$ cat src/rtl/midi_step_sequencer_assert.svh
// Assertion macros for the step sequencer RTL
`ifndef MIDI_STEP_SEQUENCER_ASSERT_SVH
`define MIDI_STEP_SEQUENCER_ASSERT_SVH

// Property that must hold at every clock edge outside reset
`define MSS_ASSERT(label, prop, msg) \
  label: assert property (@(posedge clk_i) disable iff (!rst_ni) (prop)) else $error(msg);

// Consequent must hold in the cycle after the antecedent
`define MSS_ASSERT_NEXT(label, ante, cons, msg) \
  label: assert property (@(posedge clk_i) disable iff (!rst_ni) (ante) |=> (cons)) \
    else $error(msg);

`endif

$ cat src/rtl/mss_pkg.sv
// Types and constants shared by the step sequencer modules
package mss_pkg;

  // Input beat: clock tick or received MIDI byte
  typedef enum logic {
    OP_TICK      = 1'b0,
    OP_MIDI_BYTE = 1'b1
  } op_e;

  typedef struct packed {
    op_e        opcode;
    logic [7:0] midi_byte;
  } in_beat_t;

  // Output beat
  typedef enum logic [1:0] {
    EV_NOTE_OFF    = 2'd0,
    EV_NOTE_ON     = 2'd1,
    EV_STEP_STORED = 2'd2
  } ev_kind_e;

  localparam int unsigned STEP_IDX_W = 3;

  typedef struct packed {
    ev_kind_e                event_kind;
    logic [3:0]              event_channel;
    logic [7:0]              note_number;
    logic [7:0]              velocity;
    logic [STEP_IDX_W-1:0]   step_index;
    logic                    last_of_run;
  } out_beat_t;

  // Configuration register indexes
  typedef enum logic [1:0] {
    CFG_TEMPO        = 2'd0,
    CFG_PLAY_MODE    = 2'd1,
    CFG_TRANSPOSE    = 2'd2,
    CFG_MIDI_CHANNEL = 2'd3
  } cfg_reg_e;

  localparam int unsigned CFG_DATA_W = 9;

  // Play modes (bit 0 set means stopped, other even values are random)
  localparam logic [2:0] PLAY_FORWARD  = 3'd2;
  localparam logic [2:0] PLAY_BACKWARD = 3'd4;
  localparam logic [2:0] PLAY_MODE_RST = 3'd1;

  // Commands passed from the front end to the back end
  typedef enum logic {
    CMD_FIRE  = 1'b0,
    CMD_STORE = 1'b1
  } cmd_kind_e;

  typedef struct packed {
    cmd_kind_e  kind;
    logic [7:0] key;
    logic [7:0] vel;
  } cmd_t;

  localparam int unsigned QUEUE_DEPTH = 2;
  localparam int unsigned QUEUE_PTR_W = $clog2(QUEUE_DEPTH);
  localparam int unsigned QUEUE_CNT_W = $clog2(QUEUE_DEPTH + 1);

  // Timing: 200 ticks/s * 60 s / 4 steps per beat = 3000 ticks per minute
  localparam int unsigned TICK_W         = 12;
  localparam logic [11:0] TEMPO_DIVIDEND = 12'd3000;
  localparam logic [11:0] ELAPSED_MAX    = 12'hFFF;
  localparam logic [11:0] INTERVAL_RST   = 12'd25;

  // MIDI note-on status, upper nibble (active sensing 0xFE never matches)
  localparam logic [3:0] MIDI_NOTE_ON = 4'h9;

  // Random step generator
  localparam logic [15:0] LFSR_SEED = 16'hACE1;
  localparam logic [15:0] LFSR_TAPS = 16'hB400;

  // One step entry: note in the upper byte, velocity in the lower
  localparam int unsigned STEP_ENTRY_W = 16;

endpackage

$ cat src/rtl/mss_ram.sv
// Generic single-write, single-read RAM with registered read data
module mss_ram #(
  parameter int unsigned WIDTH = 16,
  parameter int unsigned DEPTH = 8
) (
  input  logic                     clk_i,
  input  logic                     we_i,
  input  logic [$clog2(DEPTH)-1:0] waddr_i,
  input  logic [WIDTH-1:0]         wdata_i,
  input  logic [$clog2(DEPTH)-1:0] raddr_i,
  output logic [WIDTH-1:0]         rdata_o
);

  logic [WIDTH-1:0] mem_q [DEPTH];
  logic [WIDTH-1:0] rdata_q;

  // Read returns the old contents on a same-address write
  always_ff @(posedge clk_i) begin
    if (we_i) begin
      mem_q[waddr_i] <= wdata_i;
    end
    rdata_q <= mem_q[raddr_i];
  end

  assign rdata_o = rdata_q;

endmodule

$ cat src/rtl/mss_tempo_div.sv
// Step interval divider: 3000 / tempo, one quotient bit per cycle
module mss_tempo_div (
  input  logic                        clk_i,
  input  logic                        rst_ni,
  input  logic                        start_i,
  input  logic [8:0]                  tempo_i,
  output logic                        busy_o,
  output logic [mss_pkg::TICK_W-1:0]  interval_o
);
  import mss_pkg::*;

  localparam logic [3:0] LAST_STEP = 4'(TICK_W - 1);

  logic        busy_q;
  logic [3:0]  cnt_q;
  logic [11:0] interval_q;
  logic [8:0]  div_q, rem_q, rem_d;
  logic [11:0] num_q, num_d, quo_q, quo_d;
  logic [9:0]  rem_sh, rem_sub;
  logic        fits;

  // Restoring division step
  assign rem_sh  = {rem_q, num_q[11]};
  assign fits    = rem_sh >= {1'b0, div_q};
  assign rem_sub = rem_sh - {1'b0, div_q};
  assign rem_d   = fits ? rem_sub[8:0] : rem_sh[8:0];
  assign quo_d   = {quo_q[10:0], fits};
  assign num_d   = {num_q[10:0], 1'b0};

  // Control and result
  always_ff @(posedge clk_i or negedge rst_ni) begin
    if (!rst_ni) begin
      busy_q     <= 1'b0;
      cnt_q      <= '0;
      interval_q <= INTERVAL_RST;
    end else if (start_i) begin
      if (tempo_i == '0) begin
        interval_q <= ELAPSED_MAX;
      end else begin
        busy_q <= 1'b1;
        cnt_q  <= '0;
      end
    end else if (busy_q) begin
      cnt_q <= cnt_q + 4'd1;
      if (cnt_q == LAST_STEP) begin
        busy_q     <= 1'b0;
        interval_q <= quo_d;
      end
    end
  end

  // Datapath
  always_ff @(posedge clk_i) begin
    if (start_i) begin
      div_q <= tempo_i;
      rem_q <= '0;
      num_q <= TEMPO_DIVIDEND;
      quo_q <= '0;
    end else if (busy_q) begin
      rem_q <= rem_d;
      num_q <= num_d;
      quo_q <= quo_d;
    end
  end

  assign busy_o     = busy_q;
  assign interval_o = interval_q;

endmodule

$ cat src/rtl/mss_front.sv
// Front end: accepts beats, counts ticks and parses note-on messages
module mss_front (
  input  logic                       clk_i,
  input  logic                       rst_ni,
  input  logic                       in_valid_i,
  output logic                       in_ready_o,
  input  mss_pkg::in_beat_t          in_beat_i,
  input  logic                       hold_i,
  input  logic                       play_stop_i,
  input  logic [3:0]                 midi_channel_i,
  input  logic [mss_pkg::TICK_W-1:0] interval_i,
  output logic                       cmd_valid_o,
  input  logic                       cmd_ready_i,
  output mss_pkg::cmd_t              cmd_o
);
  import mss_pkg::*;

  typedef enum logic [1:0] {
    PH_STATUS,
    PH_KEY,
    PH_VEL
  } phase_e;

  phase_e      phase_q;
  logic [11:0] elapsed_q, elapsed_inc;
  logic [7:0]  pending_key_q;
  logic        accept, is_tick, tick_fire, is_status, store_hit;

  assign in_ready_o = cmd_ready_i && !hold_i;
  assign accept     = in_valid_i && in_ready_o;
  assign is_tick    = in_beat_i.opcode == OP_TICK;

  // Saturating tick counter and step trigger
  assign elapsed_inc = (elapsed_q != ELAPSED_MAX) ? elapsed_q + 12'd1 : elapsed_q;
  assign tick_fire   = !play_stop_i && (elapsed_inc >= interval_i);

  // Note-on capture
  assign is_status = in_beat_i.midi_byte == {MIDI_NOTE_ON, midi_channel_i};
  assign store_hit = (phase_q == PH_VEL) && (in_beat_i.midi_byte != 8'd0);

  assign cmd_valid_o = accept && (is_tick ? tick_fire : store_hit);
  assign cmd_o.kind  = is_tick ? CMD_FIRE : CMD_STORE;
  assign cmd_o.key   = pending_key_q;
  assign cmd_o.vel   = in_beat_i.midi_byte;

  // Parser state, tick counter and held key
  always_ff @(posedge clk_i or negedge rst_ni) begin
    if (!rst_ni) begin
      phase_q       <= PH_STATUS;
      elapsed_q     <= '0;
      pending_key_q <= '0;
    end else if (accept) begin
      if (is_tick) begin
        elapsed_q <= tick_fire ? '0 : elapsed_inc;
      end else begin
        unique case (phase_q)
          PH_STATUS: begin
            if (is_status) begin
              phase_q <= PH_KEY;
            end
          end
          PH_KEY: begin
            pending_key_q <= in_beat_i.midi_byte;
            phase_q       <= PH_VEL;
          end
          PH_VEL: begin
            phase_q <= PH_STATUS;
          end
          default: begin
            phase_q <= PH_STATUS;
          end
        endcase
      end
    end
  end

endmodule

$ cat src/rtl/mss_cmd_queue.sv
// Short command FIFO between the front end and the back end
module mss_cmd_queue (
  input  logic          clk_i,
  input  logic          rst_ni,
  input  logic          push_valid_i,
  output logic          push_ready_o,
  input  mss_pkg::cmd_t push_data_i,
  output logic          pop_valid_o,
  input  logic          pop_ready_i,
  output mss_pkg::cmd_t pop_data_o
);
  import mss_pkg::*;

  cmd_t                   entries_q [QUEUE_DEPTH];
  logic [QUEUE_PTR_W-1:0] wr_ptr_q, rd_ptr_q;
  logic [QUEUE_CNT_W-1:0] count_q;
  logic                   push, pop;

  function automatic logic [QUEUE_PTR_W-1:0] next_ptr(input logic [QUEUE_PTR_W-1:0] p);
    return (p == QUEUE_PTR_W'(QUEUE_DEPTH - 1)) ? '0 : p + QUEUE_PTR_W'(1);
  endfunction

  assign push_ready_o = count_q != QUEUE_CNT_W'(QUEUE_DEPTH);
  assign pop_valid_o  = count_q != '0;
  assign pop_data_o   = entries_q[rd_ptr_q];
  assign push         = push_valid_i && push_ready_o;
  assign pop          = pop_valid_o && pop_ready_i;

  // Pointers and fill level
  always_ff @(posedge clk_i or negedge rst_ni) begin
    if (!rst_ni) begin
      wr_ptr_q <= '0;
      rd_ptr_q <= '0;
      count_q  <= '0;
    end else begin
      if (push) begin
        wr_ptr_q <= next_ptr(wr_ptr_q);
      end
      if (pop) begin
        rd_ptr_q <= next_ptr(rd_ptr_q);
      end
      case ({push, pop})
        2'b10:   count_q <= count_q + QUEUE_CNT_W'(1);
        2'b01:   count_q <= count_q - QUEUE_CNT_W'(1);
        default: count_q <= count_q;
      endcase
    end
  end

  // Storage
  always_ff @(posedge clk_i) begin
    if (push) begin
      entries_q[wr_ptr_q] <= push_data_i;
    end
  end

endmodule

$ cat src/rtl/mss_back.sv
// Back end: plays steps, stores captured notes and drives result beats
`include "midi_step_sequencer_assert.svh"

module mss_back #(
  parameter int unsigned STEP_COUNT = 8
) (
  input  logic               clk_i,
  input  logic               rst_ni,
  input  logic               cmd_valid_i,
  output logic               cmd_ready_o,
  input  mss_pkg::cmd_t      cmd_i,
  input  logic [2:0]         play_mode_i,
  input  logic [6:0]         transpose_i,
  input  logic [3:0]         midi_channel_i,
  output logic               out_valid_o,
  input  logic               out_ready_i,
  output mss_pkg::out_beat_t out_beat_o
);
  import mss_pkg::*;

  localparam int unsigned PW    = $clog2(STEP_COUNT);
  localparam int unsigned SUM_W = PW + 2;

  logic [PW-1:0]           pos_q, pos_d, pos_next, rand_pos;
  logic [7:0]              held_q, held_d;
  logic [15:0]             lfsr_q, lfsr_d, lfsr_adv;
  logic                    off_done_q, off_done_d;
  logic [STEP_COUNT-1:0]   valid_q;
  logic                    byp_valid_q, byp_valid_d;
  logic [STEP_ENTRY_W-1:0] byp_data_q, ram_rdata, step_ent, wdata;
  logic [7:0]              step_note, step_vel, on_note;
  logic                    we, emit, emit_on, can_emit, rand_mode, advance;
  logic                    out_valid_q;
  out_beat_t               out_q, out_d;
  logic [PW-1:0]           nib_res [4][16];
  logic [SUM_W-1:0]        res_sum, red1;

  // Step store, read at the next position so the registered data is the current step
  assign wdata = {cmd_i.key, cmd_i.vel};

  mss_ram #(
    .WIDTH (STEP_ENTRY_W),
    .DEPTH (STEP_COUNT)
  ) u_step_ram (
    .clk_i   (clk_i),
    .we_i    (we),
    .waddr_i (pos_q),
    .wdata_i (wdata),
    .raddr_i (pos_d),
    .rdata_o (ram_rdata)
  );

  // Current step, with bypass of a store made last cycle
  assign step_ent  = byp_valid_q ? byp_data_q : ram_rdata;
  assign step_note = valid_q[pos_q] ? step_ent[15:8] : 8'd0;
  assign step_vel  = step_ent[7:0];
  assign on_note   = step_note + {transpose_i[6], transpose_i};

  // Random position: Galois LFSR step, then residue by nibble tables
  assign lfsr_adv = {1'b0, lfsr_q[15:1]} ^ (lfsr_q[0] ? LFSR_TAPS : 16'h0000);

  for (genvar k = 0; k < 4; k++) begin : g_nib
    for (genvar n = 0; n < 16; n++) begin : g_val
      localparam int unsigned RES = (n << (4 * k)) % STEP_COUNT;
      assign nib_res[k][n] = PW'(RES);
    end
  end

  assign res_sum = SUM_W'(nib_res[0][lfsr_adv[3:0]])  + SUM_W'(nib_res[1][lfsr_adv[7:4]])
                 + SUM_W'(nib_res[2][lfsr_adv[11:8]]) + SUM_W'(nib_res[3][lfsr_adv[15:12]]);
  assign red1 = (res_sum >= SUM_W'(2 * STEP_COUNT)) ? res_sum - SUM_W'(2 * STEP_COUNT)
                                                    : res_sum;
  assign rand_pos = (red1 >= SUM_W'(STEP_COUNT)) ? PW'(red1 - SUM_W'(STEP_COUNT))
                                                 : PW'(red1);

  // Next position by play mode
  assign rand_mode = (play_mode_i != PLAY_FORWARD) && (play_mode_i != PLAY_BACKWARD);

  always_comb begin
    if (play_mode_i == PLAY_BACKWARD) begin
      pos_next = (pos_q == '0) ? PW'(STEP_COUNT - 1) : pos_q - PW'(1);
    end else if (play_mode_i == PLAY_FORWARD) begin
      pos_next = (pos_q == PW'(STEP_COUNT - 1)) ? '0 : pos_q + PW'(1);
    end else begin
      pos_next = rand_pos;
    end
  end

  assign can_emit = !out_valid_q || out_ready_i;

  // Command execution; a fire with both a held note and a step note takes two beats
  always_comb begin
    cmd_ready_o = 1'b0;
    emit        = 1'b0;
    emit_on     = 1'b0;
    we          = 1'b0;
    advance     = 1'b0;
    held_d      = held_q;
    off_done_d  = off_done_q;
    out_d.event_kind    = EV_STEP_STORED;
    out_d.event_channel = midi_channel_i;
    out_d.note_number   = cmd_i.key;
    out_d.velocity      = cmd_i.vel;
    out_d.step_index    = STEP_IDX_W'(pos_q);
    out_d.last_of_run   = 1'b1;
    if (cmd_valid_i) begin
      unique case (cmd_i.kind)
        CMD_STORE: begin
          if (can_emit) begin
            emit        = 1'b1;
            we          = 1'b1;
            cmd_ready_o = 1'b1;
          end
        end
        CMD_FIRE: begin
          if ((held_q != 8'd0) && !off_done_q) begin
            out_d.event_kind  = EV_NOTE_OFF;
            out_d.note_number = held_q;
            out_d.velocity    = 8'd0;
            out_d.last_of_run = step_note == 8'd0;
            if (can_emit) begin
              emit = 1'b1;
              if (step_note == 8'd0) begin
                advance     = 1'b1;
                cmd_ready_o = 1'b1;
              end else begin
                off_done_d = 1'b1;
              end
            end
          end else if (step_note != 8'd0) begin
            out_d.event_kind  = EV_NOTE_ON;
            out_d.note_number = on_note;
            out_d.velocity    = step_vel;
            if (can_emit) begin
              emit        = 1'b1;
              emit_on     = 1'b1;
              held_d      = on_note;
              advance     = 1'b1;
              cmd_ready_o = 1'b1;
              off_done_d  = 1'b0;
            end
          end else begin
            advance     = 1'b1;
            cmd_ready_o = 1'b1;
            off_done_d  = 1'b0;
          end
        end
        default: begin
          cmd_ready_o = 1'b0;
        end
      endcase
    end
  end

  assign pos_d       = advance ? pos_next : pos_q;
  assign lfsr_d      = (advance && rand_mode) ? lfsr_adv : lfsr_q;
  assign byp_valid_d = we && (pos_d == pos_q);

  // Control state
  always_ff @(posedge clk_i or negedge rst_ni) begin
    if (!rst_ni) begin
      pos_q       <= '0;
      held_q      <= '0;
      lfsr_q      <= LFSR_SEED;
      off_done_q  <= 1'b0;
      valid_q     <= '0;
      byp_valid_q <= 1'b0;
      out_valid_q <= 1'b0;
    end else begin
      pos_q       <= pos_d;
      held_q      <= held_d;
      lfsr_q      <= lfsr_d;
      off_done_q  <= off_done_d;
      byp_valid_q <= byp_valid_d;
      if (we) begin
        valid_q[pos_q] <= 1'b1;
      end
      if (can_emit) begin
        out_valid_q <= emit;
      end
    end
  end

  // Payload registers
  always_ff @(posedge clk_i) begin
    byp_data_q <= wdata;
    if (can_emit && emit) begin
      out_q <= out_d;
    end
  end

  assign out_valid_o = out_valid_q;
  assign out_beat_o  = out_q;

  `MSS_ASSERT(a_off_done_on_fire, !off_done_q || (cmd_valid_i && (cmd_i.kind == CMD_FIRE)), "second beat of a fire without a fire command")
  `MSS_ASSERT(a_pos_in_range, pos_q <= PW'(STEP_COUNT - 1), "step position out of range")
  `MSS_ASSERT_NEXT(a_held_follows_on, emit_on, held_q == $past(on_note), "held note not updated on note on")
  `MSS_ASSERT_NEXT(a_store_reads_back, we, step_note == $past(cmd_i.key), "stored note not seen on the current step")

endmodule

$ cat src/rtl/midi_step_sequencer.sv
// Top level of the eight-step MIDI step sequencer
//
// Channel  Direction  Handshake              Beat
// in       input      in_valid/in_ready      opcode, midi_byte
// out      output     out_valid/out_ready    event fields, last_of_run
// cfg      input      cfg_valid/cfg_ready    cfg_index, cfg_data
//
// One input beat a cycle unless the queue is full or the divider busy; registered output.
// A fire with both a held note and a step note occupies the back end for a
// note off, then a note on; a two-entry command queue absorbs that.
// A tempo write runs the divider; input and cfg are held off meanwhile.
// Reset clears the control state at once, not the step RAM; steps use per-step valid bits.
module midi_step_sequencer #(
  parameter int unsigned STEP_COUNT = 8
) (
  input  logic                                clk_i,
  input  logic                                rst_ni,
  input  logic                                in_valid_i,
  output logic                                in_ready_o,
  input  mss_pkg::in_beat_t                   in_beat_i,
  output logic                                out_valid_o,
  input  logic                                out_ready_i,
  output mss_pkg::out_beat_t                  out_beat_o,
  input  logic                                cfg_valid_i,
  output logic                                cfg_ready_o,
  input  logic [1:0]                          cfg_index_i,
  input  logic [mss_pkg::CFG_DATA_W-1:0]      cfg_data_i
);
  import mss_pkg::*;

  logic        cfg_write, div_start, div_busy;
  logic [2:0]  play_mode_q;
  logic [6:0]  transpose_q;
  logic [3:0]  midi_channel_q;
  logic [11:0] interval;
  logic        fq_valid, fq_ready, qb_valid, qb_ready;
  cmd_t        fq_cmd, qb_cmd;

  assign cfg_ready_o = !div_busy;
  assign cfg_write   = cfg_valid_i && cfg_ready_o;
  assign div_start   = cfg_write && (cfg_index_i == CFG_TEMPO);

  // Configuration registers
  always_ff @(posedge clk_i or negedge rst_ni) begin
    if (!rst_ni) begin
      play_mode_q    <= PLAY_MODE_RST;
      transpose_q    <= '0;
      midi_channel_q <= '0;
    end else if (cfg_write) begin
      unique case (cfg_index_i)
        CFG_TEMPO:        play_mode_q    <= play_mode_q;
        CFG_PLAY_MODE:    play_mode_q    <= cfg_data_i[2:0];
        CFG_TRANSPOSE:    transpose_q    <= cfg_data_i[6:0];
        CFG_MIDI_CHANNEL: midi_channel_q <= cfg_data_i[3:0];
        default:          play_mode_q    <= play_mode_q;
      endcase
    end
  end

  mss_tempo_div u_tempo_div (
    .clk_i      (clk_i),
    .rst_ni     (rst_ni),
    .start_i    (div_start),
    .tempo_i    (cfg_data_i),
    .busy_o     (div_busy),
    .interval_o (interval)
  );

  mss_front u_front (
    .clk_i          (clk_i),
    .rst_ni         (rst_ni),
    .in_valid_i     (in_valid_i),
    .in_ready_o     (in_ready_o),
    .in_beat_i      (in_beat_i),
    .hold_i         (div_busy),
    .play_stop_i    (play_mode_q[0]),
    .midi_channel_i (midi_channel_q),
    .interval_i     (interval),
    .cmd_valid_o    (fq_valid),
    .cmd_ready_i    (fq_ready),
    .cmd_o          (fq_cmd)
  );

  mss_cmd_queue u_cmd_queue (
    .clk_i        (clk_i),
    .rst_ni       (rst_ni),
    .push_valid_i (fq_valid),
    .push_ready_o (fq_ready),
    .push_data_i  (fq_cmd),
    .pop_valid_o  (qb_valid),
    .pop_ready_i  (qb_ready),
    .pop_data_o   (qb_cmd)
  );

  mss_back #(
    .STEP_COUNT (STEP_COUNT)
  ) u_back (
    .clk_i          (clk_i),
    .rst_ni         (rst_ni),
    .cmd_valid_i    (qb_valid),
    .cmd_ready_o    (qb_ready),
    .cmd_i          (qb_cmd),
    .play_mode_i    (play_mode_q),
    .transpose_i    (transpose_q),
    .midi_channel_i (midi_channel_q),
    .out_valid_o    (out_valid_o),
    .out_ready_i    (out_ready_i),
    .out_beat_o     (out_beat_o)
  );

endmodule

$ cat config.mk
export PLATFORM = sky130hd
export DESIGN_NAME = midi_step_sequencer
export DESIGN_NICKNAME = d
export VERILOG_FILES = /design/src/rtl/mss_pkg.sv /design/src/rtl/mss_ram.sv /design/src/rtl/mss_tempo_div.sv /design/src/rtl/mss_front.sv /design/src/rtl/mss_cmd_queue.sv /design/src/rtl/mss_back.sv /design/src/rtl/midi_step_sequencer.sv
export VERILOG_INCLUDE_DIRS = /design/src /design/src/rtl
export SDC_FILE = /design/constraint.sdc
export NUM_CORES = 1
export LEC_CHECK = 0
export BUFFER_PORTS_ARGS = -buffer_cell sky130_fd_sc_hd__buf_2
export CORE_ASPECT_RATIO = 2
export CORE_MARGIN = 1.5
export CORE_UTILIZATION = 37
export DETAILED_ROUTE_END_ITERATION = 12
export GPL_TIMING_DRIVEN = 0
export MAX_ROUTING_LAYER = met4
export PLACE_DENSITY = 0.56
export SLEW_MARGIN = 40
export SYNTH_ARGS = -nofsm -noshare
export SYNTH_HDL_FRONTEND = slang
export SYNTH_SLANG_ARGS = --single-unit
export TNS_END_PERCENT = 10
$ cat constraint.sdc
create_clock -name clk_i -period 4.5 [get_ports clk_i]
set_input_delay 0.9 -clock clk_i [delete_from_list [all_inputs] [get_ports clk_i]]
set_output_delay 0.9 -clock clk_i [all_outputs]
set_load 0.01 [all_outputs]
==> results of run 1 <==
worst max-delay path: stages, from the launching register on:
cell	delay, ns
dfrtp_1	0.47
ha_2	0.29
nand3_1	0.12
nor2_2	0.22
nand3_4	0.21
nand2b_4	0.15
nor2_1	0.07
xor2_1	0.14
ha_1	0.29
a21o_1	0.18
a21o_1	0.18
a2111oi_0	0.34
o21ai_0	0.15
o211ai_1	0.28
o31ai_1	0.24
inv_1	0.19
ha_1	0.28
nor2_1	0.13
xor2_1	0.14
report_power, final:
| group | internal (uW) | switching [uW] |
|---|---|---|
| combinational | 1920 | 2790 |
| clock | 1470 | 1180 |
| sequential | 4410 | 436 |
| total | 7800 | 4410 |
sequential cells by signal, summed over array words and instances, names as in the netlist, 4 cells and up:
signal,cells
u_tempo_div.quo_q,11
transpose_q,7
u_back.byp_data_q,16
u_front.pending_key_q,8
u_back.out_beat_o,26
u_cmd_queue.entries_q,34
u_tempo_div.div_q,9
midi_channel_q,4
u_tempo_div.interval_o,12
u_front.elapsed_q,12
u_back.held_q,8
u_back.valid_q,8
u_back.u_step_ram.mem_q,128
u_tempo_div.num_q,9
u_back.lfsr_q,16
u_back.u_step_ram.rdata_o,16
u_tempo_div.cnt_q,4
u_tempo_div.rem_q,9
Yosys cell counts (11+ instances only):
library cell	instances	area share, %
dfrtp_1	83	14
xor2_1	14	0.82
a21o_1	12	0.60
o22a_1	13	0.76
xnor2_1	18	1.1
a211oi_2	14	1.2
nand2_1	62	1.6
and2_1	20	0.84
edfxtp_1	197	40
nand3_1	16	0.54
mux2_2	53	4.0
mux2i_1	74	5.0
o21ai_0	28	0.94
dfxtp_1	61	8.2
nor2_1	52	1.3
a211oi_1	19	0.96
mux2_1	18	1.4
clkbuf_1	22	0.55
dfstp_2	12	2.1
inv_1	46	1.2
nor4_1	14	0.59
a21oi_1	18	0.60
o2bb2ai_1	31	1.8
ha_1	35	2.9
or2_2	11	0.46
through the flow:
step	power (uW)	std cells
after floorplan	8050	1081
after global placement	9500	1659
after detailed placement	9660	1689
after CTS	12300	1747
after global routing	13000	1751
final	12200	1751
routing by layer:
layer | GRT usage [%] | routed length [um] | vias up
li1 | - | - | 4253
met1 | 16.2 | 11800 | 4449
met2 | 36.3 | 21000 | 145
met3 | 1.90 | 1000 | 68
met4 | 8.38 | 1530 | 0
met5 | - | 0 | -
repair_timing:
item / CTS / global route
resized for setup: 2 / 6
buffers inserted: 0 / 1
hold buffers: 0 / 0
pin swaps: 0 / 1
setup endpoints to repair: 36 / 38
layout make-up:
| cell class | count | area share [%] |
|---|---|---|
| sequential | 353 | 55.4 |
| multi-input combinational | 636 | 29.4 |
| clock buffer | 41 | 4.84 |
| tap | 525 | 3.82 |
| timing repair buffer | 86 | 3.13 |
| buffer | 42 | 1.29 |
| inverter | 50 | 1.09 |
| clock inverter | 17 | 0.982 |
| antenna | 1 | 0.0145 |
cells by family after synthesis:
group,Yosys count
AO/OA/AOI/OAI,193
XOR/XNOR,32
adder cells (fa/ha/maj),37
buffers and inverters,92
flip-flops,353
multiplexers,149
AND/OR/NAND/NOR,225
worst paths after layout:
kind | end | cells after the start | slack [ns] | start
min in group clk_i | u_back.valid_q[5] | 1 | 0.46 | u_back.valid_q[5]
max reg2reg | u_cmd_queue.count_q[1] | 18 | 0.34 | u_front.elapsed_q[0]
max in group asynchronous | u_back.lfsr_q[7] | 2 | 3.66 | rst_ni
min reg2reg | u_back.valid_q[5] | 1 | 0.46 | u_back.valid_q[5]
min | u_front.elapsed_q[3] | 1 | 0.16 | rst_ni
max | u_cmd_queue.count_q[1] | 18 | 0.34 | u_front.elapsed_q[0]
==> results.json, run 1 <==
{
  "drive_gt1_share_pct": 22.0,
  "regArea_mm2": 0.00953,
  "ys_seq_elements": 353,
  "fin_util_pct": 43.5,
  "synth_top_flop_cell": "edfxtp_1",
  "grt_overflow": 0,
  "clockBufferDepth": 3,
  "arrival_ns": 4.66,
  "fin_area_mm2": 0.0172,
  "slew_headroom_pct": 44.3,
  "timing.hold.ws_ns": 0.162,
  "drtIter0Drc": 372,
  "num-nets-final": 1262,
  "multi_input_area_mm2": 0.00506,
  "synth_cell_types": 69,
  "cellLeakagePower_uw": 0.00683,
  "setup_viol": 0,
  "worst_slack_ns": 0.338,
  "route.antenna.remaining_nets": 0,
  "vias": 8915,
  "hold_viol_final": 0,
  "worstMarginPinSlew_ns": 0.815,
  "rows": 103,
  "drt-pass1-iter-count": 4,
  "hp-class": "in2async",
  "numCtsBuffers": 31,
  "die_y_um": 287,
  "grt_util_all_layers_pct": 17.9,
  "slew_viol_final": 0,
  "path_clk_slew_ns": 0.07,
  "grt_pass1_wl_um": 54900,
  "port_buffers": 53,
  "synth-simple-area-share_pct": 7.44,
  "synth_mux_area_share_pct": 10.8,
  "cts_sinks": 353,
  "rsz0062_at_grt": "false",
  "route.detailed.drc": 0,
  "synth_fa_ha_area_share_pct": 3.21,
  "syn_avg_cell_area_um2": 13.8,
  "crit_fanout": 10,
  "cts_tree": "done",
  "synth-compound-area-share_pct": 9.96,
  "antenna_found_initial": 1,
  "ys_warn_count": 0,
  "grt_max_degree": 72,
  "place_congestion": 0.877,
  "required_ns": 5.00,
  "dp_hpwl_um": 26700,
  "post-route-min-period_ns": 4.16,
  "yosysSeqAreaShare_pct": 64.0,
  "max_freq_mhz": 240,
  "setup_tns_ns": 0,
  "syn2layout_area_growth_pct": 15.5,
  "dieArea_mm2": 0.0416,
  "fp.dieW_um": 145,
  "mostFrequentLayoutCells": "edfxtp_1 (197), dfrtp_1 (83), buf_2 (78)",
  "postPlaceCellArea_mm2": 0.0161,
  "synthCells": 1081,
  "worst_setup_path_end_kind": "register",
  "status": "completed",
  "start_kind": "register",
  "path_class": "reg2reg",
  "synth_top_family_by_area": "multiplexers",
  "grt_pass1_vias": 9389,
  "dp_slack_ns": -0.232,
  "clock_latency_ns": 0.58,
  "p_per_area_mw_per_mm2": 710,
  "worst_ir_drop_vdd_mv": 0.277,
  "async_reset_ff_share_pct": 26.9,
  "wl_per_cell_um": 20.2,
  "synth_nets": 1143,
  "synth_area_mm2": 0.0149,
  "synthXorXnorAreaFrac_pct": 1.88,
  "start_util_pct": 37.7,
  "fin_crit_sh_pct": 92.5,
  "max_cap_viol_count": 0,
  "skew_ns": 0.00810,
  "layout_commonest_cell": "edfxtp_1",
  "cts_root_buf": "clkbuf_16",
  "ios": 54,
  "cts-htree-levels": 1,
  "vias_per_cell": 5.09,
  "core_area_mm2": 0.0396,
  "routed_wl_um": 35300,
  "synth_edf_count": 197,
  "nFillCells": 3650
}
Note: power is estimated with default switching activity, not from simulation.
==> inputs of run 2 (changes only) <==
--- a/config.mk
+++ b/config.mk
@@ -6,7 +6,7 @@
 export SDC_FILE = /design/constraint.sdc
 export NUM_CORES = 1
 export LEC_CHECK = 0
-export BUFFER_PORTS_ARGS = -buffer_cell sky130_fd_sc_hd__buf_2
+export BUFFER_PORTS_ARGS = -buffer_cell sky130_fd_sc_hd__buf_4
 export CORE_ASPECT_RATIO = 2
 export CORE_MARGIN = 1.5
 export CORE_UTILIZATION = 37
==> results.json, run 2 (same netlist as run 1, synthesis figures left out) <==
{
  "status": "completed",
  "dr.max_layer_used": "met4",
  "dp_slack_ns": -0.304,
  "grt_overflow": 0,
  "rows": 103,
  "intPower_uw": 8020,
  "arrival_ns": 4.27,
  "p_total_uw": 12400,
  "route.detailed.drc": 0,
  "slowest_delay_ns": 0.59,
  "drive_gt1_share_pct": 22.1,
  "cts_root_buf": "clkbuf_16",
  "skew_ns": 0.0286,
  "dieArea_mm2": 0.0416,
  "antenna_cells": 0,
  "multi_input_area_mm2": 0.00506,
  "drt-pass1-iter-count": 6,
  "die_y_um": 287,
  "num-nets-final": 1263,
  "vias_per_cell": 5.06,
  "slowest_stage": "o31ai_1",
  "slew_viol_final": 0,
  "route.antenna.remaining_nets": 0,
  "met1Wirelength_um": 11900,
  "worst_setup_path_end_kind": "register",
  "path_class": "reg2reg",
  "regArea_mm2": 0.00953,
  "port_buffers": 53,
  "hold_viol_final": 0,
  "start_util_pct": 37.7,
  "max_freq_mhz": 243,
  "worst_slack_ns": 0.380,
  "hp-class": "in2async",
  "wl_per_cell_um": 20.2,
  "core_area_mm2": 0.0396,
  "drtIter0Drc": 350,
  "rr_startpoint": "u_front.elapsed_q[0]",
  "p_sw_share_pct": 35.5,
  "required_ns": 4.65,
  "wl_met3_um": 914,
  "antenna_found_initial": 0,
  "p_per_area_mw_per_mm2": 716,
  "p_comb_share_pct": 38.2,
  "routed-wl-met2_um": 20900,
  "grt_pass1_wl_um": 53700,
  "dp_hpwl_um": 26500,
  "r2r-end": "u_cmd_queue.entries_q[0][16]",
  "setup_viol": 0,
  "p_seq_share_pct": 39.0,
  "largest_reg_flops": 128,
  "syn2layout_area_growth_pct": 16.7,
  "cts-htree-levels": 2,
  "max_cap_viol_count": 0,
  "cts_sinks": 353,
  "worstMarginPinSlew_ns": 0.850,
  "slew_headroom_pct": 41.8,
  "clock_latency_ns": 0.53,
  "fin_area_mm2": 0.0174,
  "fp.dieW_um": 145,
  "r2r_cells": 15,
  "routed_wl_um": 35400,
  "rsz0062_at_grt": "false",
  "clockPowerShare_pct": 22.9,
  "cts_tree": "done",
  "worst-path-buf-inv": 0,
  "vias": 8867,
  "worstPathCellList": "ha_1 > nand3_1 > nor2_2 > nand3_4 > nand2b_4 > nor2_1 > xor2_1 > ha_1 > a21o_1 > a21o_1 > a2111oi_0 > o21ai_0 > o211ai_1 > o31ai_1 > nor2b_4",
  "post-route-min-period_ns": 4.12,
  "worst_ir_drop_vdd_mv": 0.433,
  "timing.hold.ws_ns": 0.373,
  "cellLeakagePower_uw": 0.00692,
  "place_congestion": 0.849,
  "mostFrequentLayoutCells": "edfxtp_1 (197), dfrtp_1 (83), mux2i_1 (74)",
  "grt_max_degree": 96,
  "clockBufferDepth": 3,
  "numCtsBuffers": 34,
  "ios": 54,
  "grt_pass1_vias": 9227,
  "nFillCells": 3575,
  "start_kind": "register",
  "fin_cells": 1752,
  "p_switching_uw": 4420,
  "dp_cells": 1689,
  "top_register": "u_back.u_step_ram.mem_q",
  "path_clk_slew_ns": 0.06,
  "reg2reg_slack_ns": 0.38,
  "crit_fanout": 17,
  "cpLargestDelayFamily": "simple AND/OR/NAND/NOR gates",
  "fin_crit_sh_pct": 91.6,
  "postPlaceCellArea_mm2": 0.0162,
  "layout_commonest_cell": "edfxtp_1",
  "grt_util_all_layers_pct": 17.7
}
-- run 2: changes by cell type in the layout (fill, tap and decap cells not counted), sizes merged --
| cell | previous run | this run |
|---|---|---|
| bufinv | 3 | 2 |
| buf | 106 | 105 |
| clkinvlp | 5 | 0 |
| diode | 1 | 0 |
| clkbuf | 63 | 69 |
| inv | 51 | 52 |
| clkinv | 8 | 10 |
-- run 2: how the worst max path moves through the flow --
| stage | startpoint | endpoint | slack (ns) | depth (start not counted) |
|---|---|---|---|---|
| finish | u_front.elapsed_q[0] | u_cmd_queue.entries_q[0][16] | 0.38 | 15 |
| global route | u_front.elapsed_q[0] | u_cmd_queue.count_q[1] | 0.03 | 17 |
| CTS | u_front.elapsed_q[3] | u_cmd_queue.count_q[1] | 0.006 | 18 |
| detailed placement | u_front.elapsed_q[3] | u_cmd_queue.entries_q[1][3] | -0.30 | 15 |
| global placement | out_ready_i | u_back.valid_q[0] | -1.46 | 7 |
| floorplan | u_front.elapsed_q[0] | u_cmd_queue.entries_q[0][0] | 0.44 | 15 |
-- run 2: through the flow --
step / util, % / TNS (ns)
after floorplan: - / 0
after global placement: 40.3 / -144.46
after detailed placement: 41.1 / -7.27
after CTS: 43.9 / 0
after global routing: 44.0 / 0
final: 44.0 / 0
-- run 2: area by class of cell --
class,instances,area share [%]
Buffer,41,1.24
Clock buffer,48,5.55
Clock inverter,14,0.849
Inverter,50,1.08
Multi-Input combinational cell,636,29.1
Sequential cell,353,54.8
Tap cell,525,3.78
Timing Repair Buffer,85,3.61
-- run 2: repair_timing --
action                                 in CTS  in global routing
pin swaps                                   0                  1
setup buffers                               0                  2
gates resized for setup                     2                  3
setup endpoints to repair                  36                 37
endpoints found under the hold margin       0                  0
hold buffers                                0                  0
-- run 2: power groups by stage --
stage | Sequential (uW) | Clock (uW) | Combinational (uW)
final | 4850 | 2850 | 4750
after global routing | 4940 | 3040 | 5190
after CTS | 4850 | 2920 | 4840
after detailed placement | 4920 | 0 | 4820
after global placement | 4920 | 0 | 4650
after floorplan | 4850 | 0 | 3200
-- run 2: metal layers --
layer  vias up  track usage (%)
li1       4252                -
met1      4368             15.8
met2       164             36.1
met3        83             2.06
met4         0             8.04
met5         -                -
